===== src/design/montgomery_modular_reduction_macros.svh =====
// Assertion macros for the modular reduction block.
`ifndef MONTGOMERY_MODULAR_REDUCTION_MACROS_SVH
`define MONTGOMERY_MODULAR_REDUCTION_MACROS_SVH

// Same-cycle implication, sampled on clk, off while in reset.
`define MMR_ASSERT_NOW(label, ante, cons, msg) \
    label: assert property (@(posedge clk) disable iff (!rst_n) (ante) |-> (cons)) \
        else $error(msg);

// Next-cycle implication, sampled on clk, off while in reset.
`define MMR_ASSERT_NEXT(label, ante, cons, msg) \
    label: assert property (@(posedge clk) disable iff (!rst_n) (ante) |=> (cons)) \
        else $error(msg);

`endif


===== src/design/mmr_pkg.sv =====
// Package for the modular reduction block: codes, defaults and types.
package mmr_pkg;

    localparam int IN_WIDTH_DEF    = 16;
    localparam int MOD_WIDTH_DEF   = 16;
    localparam int CFG_INDEX_WIDTH = 2;
    localparam int MODULUS_RESET   = 3;

    // Configuration register indexes
    localparam logic [CFG_INDEX_WIDTH-1:0] CFG_MODULUS = 2'd0;
    localparam logic [CFG_INDEX_WIDTH-1:0] CFG_MODE    = 2'd1;

    // Result error codes
    typedef enum logic [1:0] {
        ERR_NONE     = 2'd0,
        ERR_EVEN_MOD = 2'd1,
        ERR_TOO_WIDE = 2'd2
    } err_t;

endpackage


===== src/design/montgomery_modular_reduction.sv =====
// Pipelined modular reduction, plain X mod M or Montgomery X*R^-1 mod M.
//
//  channel  | handshake              | payload
//  ---------+------------------------+-------------------------------
//  command  | start / busy           | operand
//  result   | done (one-cycle pulse) | residue, error_code
//  config   | cfg_valid / cfg_ready  | cfg_index, cfg_data
//
// One operand enters per cycle; busy stays low.
// Each stage handles one restoring-division bit, then one Montgomery halving
// step per stage follows (passed through in plain mode).
// Reset clears the stage valid bits and loads modulus 3, mode 0.
// The result side cannot stall, so the pipeline never holds.
`include "montgomery_modular_reduction_macros.svh"

module montgomery_modular_reduction #(
    parameter int IN_WIDTH  = mmr_pkg::IN_WIDTH_DEF,
    parameter int MOD_WIDTH = mmr_pkg::MOD_WIDTH_DEF
) (
    input  logic                                clk,
    input  logic                                rst_n,
    // command channel
    input  logic                                start,
    output logic                                busy,
    input  logic [IN_WIDTH-1:0]                 operand,
    // result channel
    output logic                                done,
    output logic [MOD_WIDTH-1:0]                residue,
    output logic [1:0]                          error_code,
    // configuration channel
    input  logic                                cfg_valid,
    output logic                                cfg_ready,
    input  logic [mmr_pkg::CFG_INDEX_WIDTH-1:0] cfg_index,
    input  logic [MOD_WIDTH-1:0]                cfg_data
);

    localparam int NSTAGE = IN_WIDTH + MOD_WIDTH;

    logic [MOD_WIDTH-1:0] modulus_reg;
    logic                 mode_reg;

    logic                 vld_reg [NSTAGE];
    logic [MOD_WIDTH-1:0] rem_reg [NSTAGE];
    mmr_pkg::err_t        err_reg [NSTAGE];
    logic [IN_WIDTH-1:0]  x_reg   [IN_WIDTH-1];

    logic [MOD_WIDTH-1:0] step_en;
    logic [IN_WIDTH-1:0]  bit_fits;
    logic                 too_wide;
    mmr_pkg::err_t        entry_err;

    assign busy      = 1'b0;
    assign cfg_ready = 1'b1;

    // Configuration registers
    always_ff @(posedge clk or negedge rst_n)
    begin
        if (!rst_n)
        begin
            modulus_reg <= MOD_WIDTH'(mmr_pkg::MODULUS_RESET);
            mode_reg    <= 1'b0;
        end
        else if (cfg_valid && cfg_ready)
        begin
            case (cfg_index)
                mmr_pkg::CFG_MODULUS: modulus_reg <= cfg_data;
                mmr_pkg::CFG_MODE:    mode_reg    <= cfg_data[0];
                default:              ;
            endcase
        end
    end

    // Montgomery step i runs iff i is below the modulus bit length
    always_comb
    begin
        for (int i = 0; i < MOD_WIDTH; i++)
        begin
            step_en[i] = |(modulus_reg >> i);
        end
    end

    // Operand bit j fits in 2*B bits iff j/2 is below the bit length
    genvar j;
    generate
        for (j = 0; j < IN_WIDTH; j++)
        begin : g_fit
            if ((j >> 1) < MOD_WIDTH)
            begin : g_in
                assign bit_fits[j] = step_en[j >> 1];
            end
            else
            begin : g_out
                assign bit_fits[j] = 1'b0;
            end
        end
    endgenerate

    assign too_wide = |(operand & ~bit_fits);

    // Classify the operand on entry; even modulus wins
    always_comb
    begin
        if (!modulus_reg[0])
        begin
            entry_err = mmr_pkg::ERR_EVEN_MOD;
        end
        else if (mode_reg && too_wide)
        begin
            entry_err = mmr_pkg::ERR_TOO_WIDE;
        end
        else
        begin
            entry_err = mmr_pkg::ERR_NONE;
        end
    end

    // Pipeline stages
    genvar s;
    generate
        for (s = 0; s < NSTAGE; s++)
        begin : g_stage
            logic                 v_in;
            logic [MOD_WIDTH-1:0] r_in;
            mmr_pkg::err_t        e_in;
            logic [MOD_WIDTH-1:0] r_out;

            if (s == 0)
            begin : g_src_port
                assign v_in = start && !busy;
                assign r_in = '0;
                assign e_in = entry_err;
            end
            else
            begin : g_src_reg
                assign v_in = vld_reg[s-1];
                assign r_in = rem_reg[s-1];
                assign e_in = err_reg[s-1];
            end

            if (s < IN_WIDTH)
            begin : g_div
                logic [IN_WIDTH-1:0]  x_in;
                logic [MOD_WIDTH:0]   shifted;
                logic [MOD_WIDTH:0]   diff;

                if (s == 0)
                begin : g_x_port
                    assign x_in = operand;
                end
                else
                begin : g_x_reg
                    assign x_in = x_reg[s-1];
                end

                // Shift in the next operand bit, subtract M when it fits
                assign shifted = {r_in, x_in[IN_WIDTH-1-s]};
                assign diff    = shifted - {1'b0, modulus_reg};
                assign r_out   = (shifted >= {1'b0, modulus_reg}) ?
                                 diff[MOD_WIDTH-1:0] : shifted[MOD_WIDTH-1:0];

                if (s < IN_WIDTH - 1)
                begin : g_x_fwd
                    always_ff @(posedge clk)
                    begin
                        x_reg[s] <= x_in;
                    end
                end
            end
            else
            begin : g_mont
                logic [MOD_WIDTH:0] sum;

                // Add M when odd, then halve
                assign sum   = {1'b0, r_in} + (r_in[0] ? {1'b0, modulus_reg} : '0);
                assign r_out = (mode_reg && step_en[s-IN_WIDTH]) ?
                               sum[MOD_WIDTH:1] : r_in;
            end

            // Advance the valid bit
            always_ff @(posedge clk or negedge rst_n)
            begin
                if (!rst_n)
                begin
                    vld_reg[s] <= 1'b0;
                end
                else
                begin
                    vld_reg[s] <= v_in;
                end
            end

            // Advance the payload
            always_ff @(posedge clk)
            begin
                rem_reg[s] <= r_out;
                err_reg[s] <= e_in;
            end
        end
    endgenerate

    // Drive the result beat; errors force a zero residue
    assign done       = vld_reg[NSTAGE-1];
    assign error_code = err_reg[NSTAGE-1];
    assign residue    = (err_reg[NSTAGE-1] == mmr_pkg::ERR_NONE) ? rem_reg[NSTAGE-1] : '0;

    `MMR_ASSERT_NOW(a_err_zero, done && (error_code != mmr_pkg::ERR_NONE), residue == '0, "error result with nonzero residue")
    `MMR_ASSERT_NOW(a_res_range, done && (error_code == mmr_pkg::ERR_NONE), residue < modulus_reg, "residue not fully reduced")
    `MMR_ASSERT_NOW(a_even_flag, done && (error_code == mmr_pkg::ERR_EVEN_MOD), !modulus_reg[0], "even-modulus flag with odd modulus")
    `MMR_ASSERT_NOW(a_wide_mode, done && (error_code == mmr_pkg::ERR_TOO_WIDE), mode_reg && modulus_reg[0], "width error outside Montgomery mode")
    `MMR_ASSERT_NEXT(a_cfg_mode, cfg_valid && cfg_ready && (cfg_index == mmr_pkg::CFG_MODE), mode_reg == $past(cfg_data[0]), "mode write lost")

endmodule

===== config.mk =====
export PLATFORM = sky130hd
export DESIGN_NAME = montgomery_modular_reduction
export DESIGN_NICKNAME = d
export VERILOG_FILES = /design/src/design/mmr_pkg.sv /design/src/design/montgomery_modular_reduction.sv
export VERILOG_INCLUDE_DIRS = /design/src /design/src/design
export SDC_FILE = /design/constraint.sdc
export NUM_CORES = 2
export LEC_CHECK = 0
export ABC_AREA = 1
export BUFFER_PORTS_ARGS = -buffer_cell sky130_fd_sc_hd__buf_2
export CELL_PAD_IN_SITES_DETAIL_PLACEMENT = 1
export CELL_PAD_IN_SITES_GLOBAL_PLACEMENT = 1
export CORE_ASPECT_RATIO = 1.4
export CORE_MARGIN = 2
export CORE_UTILIZATION = 47
export CTS_BUF_LIST = sky130_fd_sc_hd__clkbuf_4
export DETAILED_ROUTE_END_ITERATION = 6
export PLACE_DENSITY = 0.87
export SETUP_SLACK_MARGIN = 0.02
export SYNTH_ARGS = -nofsm -noshare
export SYNTH_HDL_FRONTEND = slang
export SYNTH_SLANG_ARGS = --single-unit

===== constraint.sdc =====
create_clock -name clk -period 3.83 [get_ports clk]
set_clock_uncertainty 0.05 [all_clocks]
set_input_delay 0.1915 -clock clk [delete_from_list [all_inputs] [get_ports clk]]
set_output_delay 0.1915 -clock clk [all_outputs]
set_load 0.02 [all_outputs]

==> summary.txt <==
Area Growth Syn to Fin -> 9.889%
DR iter-0 viols -> 2438
leading area contributor after synthesis -> dfxtp_1
CP Cell Sequence -> buf_4 -> ha_1 -> nand2_1 -> nor2_1 -> nand3_1 -> o21ai_1 -> nor2_2 -> nand2_2 -> nand3_1 -> nand2_1
max_slew headroom -> 0.2202
Worst Reg-to-Reg Cells -> 10
initial antenna violation count -> 5
total grt overflow -> 0
max cap viols -> 0
Final Max Slew Viols -> 0
final setup violation count -> 0
Mapped Cells -> 8547
Seq pwr share -> 0.275
final net count -> 9338
die area -> 115000 um2
switching power -> 20.60 mW
Peak VDD IR -> 0.3033 mV
status -> completed
P_int -> 21.20 mW
setup bufs post-CTS -> 0
hold_buf cts -> 85
global-route wire length before repair -> 305.7 mm
RSZ-0062 raised after global routing -> false
commonest non-fill, non-tap cell in the layout -> nand2_1
CP top delay family -> simple AND/OR/NAND/NOR gates
Cell Rows -> 145
Clock Tree Root -> clkbuf_4
Main synth FF type -> dfxtp_1
hold path startpoint -> operand[1]
Synth cell types -> 46
pin count of the biggest net entering global routing -> 50
Final Hold Fails -> 0
f_max -> 0.3034 GHz
ANT nets after route -> 0
Ports -> 59
FF+latch count, synth -> 745
clk slew on worst S/H paths -> 0.06 ns
worst r2r src -> modulus_reg[0]$_DFFE_PN1P_
Clk pwr share -> 0.172
ys async rst share -> 0.06577
die height -> 400.5 um
final instance area -> 57990 um2
routed wire length -> 194.1 mm
Clock Sink Count -> 745
Syn Std Cell Area -> 52770 um2
Non-Filler Instances -> 10415
hold-critical path depth -> 3
final cycle utilization of the critical path -> 0.8605
Syn Nets -> 9098
crit path launch -> modulus_reg[0]$_DFFE_PN1P_
TritonCTS clock tree -> built
drc violations -> 0
Post-synth EDFFs -> 0
PD cells -> 720.8 nW/um2
DR WL/cell -> 18.64 um
Buffers & Inverters on Critical Path -> 1
worst-skew pair later-pin latency -> 1.23 ns
Hold Crit Class -> primary input to flop
CTS resizes -> 0
placed insts -> 9981
Slew @ Worst Pin -> 1.167 ns
required time worst endpoint -> 4.86 ns
I/O Buffers -> 56
WS Path Type -> flop to flop
Placer Congestion -> 0.9708
max reg flops -> 512
Die Span X -> 287.2 um
Pwr Total -> 41.80 mW
WP depth -> 10
top post-synthesis cells by area -> dfxtp_1, nand2_1, ha_1
Via Count -> 55308
vias per cell -> 5.310
core footprint -> 111600 um2
Setup crit end kind -> flop
yosys warns -> 0
CTS max path bufs -> 3
commonest cells after routing, fill and taps aside -> nand2_1, inv_1, dfxtp_1, nand3_1, ha_1
switch share -> 0.4929
slowest stage delay, CP -> 1.04 ns
Starting Density -> 0.4730
CP Launch Type -> flop
top cell type's share of synthesized area -> 0.2640
CTS buffer count -> 189
Tot GR Track Use -> 0.3346
logic gate share of total power -> 0.553
fraction of layout cells with a size suffix above 1 -> 0.05720
Seq/Total Area, Yosys -> 0.2873
fin crit period -> 3.296 ns
Worst Path Max Fanout -> 34
Leakage -> 34.63 nW
htree depth -> 4
Worst EP arrival -> 4.33 ns
Post-Place Cell Area -> 54670 um2
DP HPWL -> 145.5 mm
setup TNS after final layout -> 0 ns
Avg Cell Area, Syn -> 6.174 um2
vias in the first global route -> 59761
drt first pass iters -> 5
Crit-path slowest cell -> dfstp_4
## cell families (layout without fill, tap and decap cells)
kind of cell / count (synthesis) / after routing / share of synthesized area
buffers and inverters: 1600 / 1986 / 0.1167
flip-flops: 745 / 745 / 0.2873
AND/OR/NAND/NOR: 4981 / 4981 / 0.3868
adder cells (fa/ha/maj): 513 / 513 / 0.1260
other: 2 / 14 / 0.0001423
AO/OA/AOI/OAI: 506 / 506 / 0.04986
XOR/XNOR: 200 / 200 / 0.03319
## layout make-up
class / count / area (um2)
multi-input cells: 6202 / 31450
diodes: 12 / 30.03
clock inverters: 79 / 508.0
well taps: 1470 / 1839
repair buffers: 199 / 1617
fillers: 15748 / 53580
flip-flops and latches: 745 / 15170
clock buffers: 258 / 1937
inverters: 1450 / 5443
## through the flow
stage | utilization | setup WS, ns | hold WS, ns
5_1_grt | 0.5197 | 0.3948 | 0.05690
2_1_floorplan | - | 0.9289 | -0.1541
4_1_cts | 0.5195 | 0.5937 | 0.01228
3_5_place_dp | 0.4899 | 0.6147 | 0.2464
6_report | 0.5198 | 0.5343 | 0.1430
3_3_place_gp | 0.4899 | 0.6951 | 0.2468
## cell usage after synthesis (31+ instances only)
master,number
nor3_1,100
nand4_1,68
dfrtp_1,47
a21oi_1,326
nand3b_1,85
xnor2_1,93
nor2_1,457
o21ai_0,131
ha_1,482
fa_1,31
xor2_1,107
buf_2,62
dfxtp_1,696
clkbuf_1,52
nand2_1,3534
or2_2,53
inv_1,1431
nand3_1,621
## final timing paths
path,to,slack (ns)
min in group asynchronous,modulus_reg[3]$_DFFE_PN0P_,0.15
max in group asynchronous,g_stage[13].v_in$_DFF_PN0_,3.01
min,x_reg[0][1]$_DFF_P_,0.14
max reg2reg,rem_reg[0][237]$_DFF_P_,0.53
min reg2reg,x_reg[0][96]$_DFF_P_,0.22
max,rem_reg[0][237]$_DFF_P_,0.53
## worst register-to-register path, stage by stage (launching register included)
cell and delay, ns:
dfstp_4 1.04, buf_4 0.38, ha_1 0.30, nand2_1 0.08, nor2_1 0.07, nand3_1 0.07, o21ai_1 0.07, nor2_2 0.49
nand2_2 0.37, nand3_1 0.17, nand2_1 0.07
## power by group through the flow
| stage | Combinational [mW] | Sequential, mW | Clock (mW) |
|---|---|---|---|
| 2_1_floorplan | 17.2 | 10.5 | 0 |
| 3_3_place_gp | 21.6 | 11.6 | 0 |
| 3_5_place_dp | 22.6 | 11.6 | 0 |
| 4_1_cts | 22.9 | 11.5 | 7.35 |
| 5_1_grt | 26.1 | 11.7 | 7.74 |
| 6_report | 23.1 | 11.5 | 7.18 |
## routing by layer
layer | global-route usage | share of wire
met5 | 0 | 0.000067
met3 | 0.06229 | 0.050
met1 | 0.3351 | 0.36
met4 | 0.2503 | 0.083
met2 | 0.6088 | 0.50
Note: power is estimated with default switching activity, not from simulation.
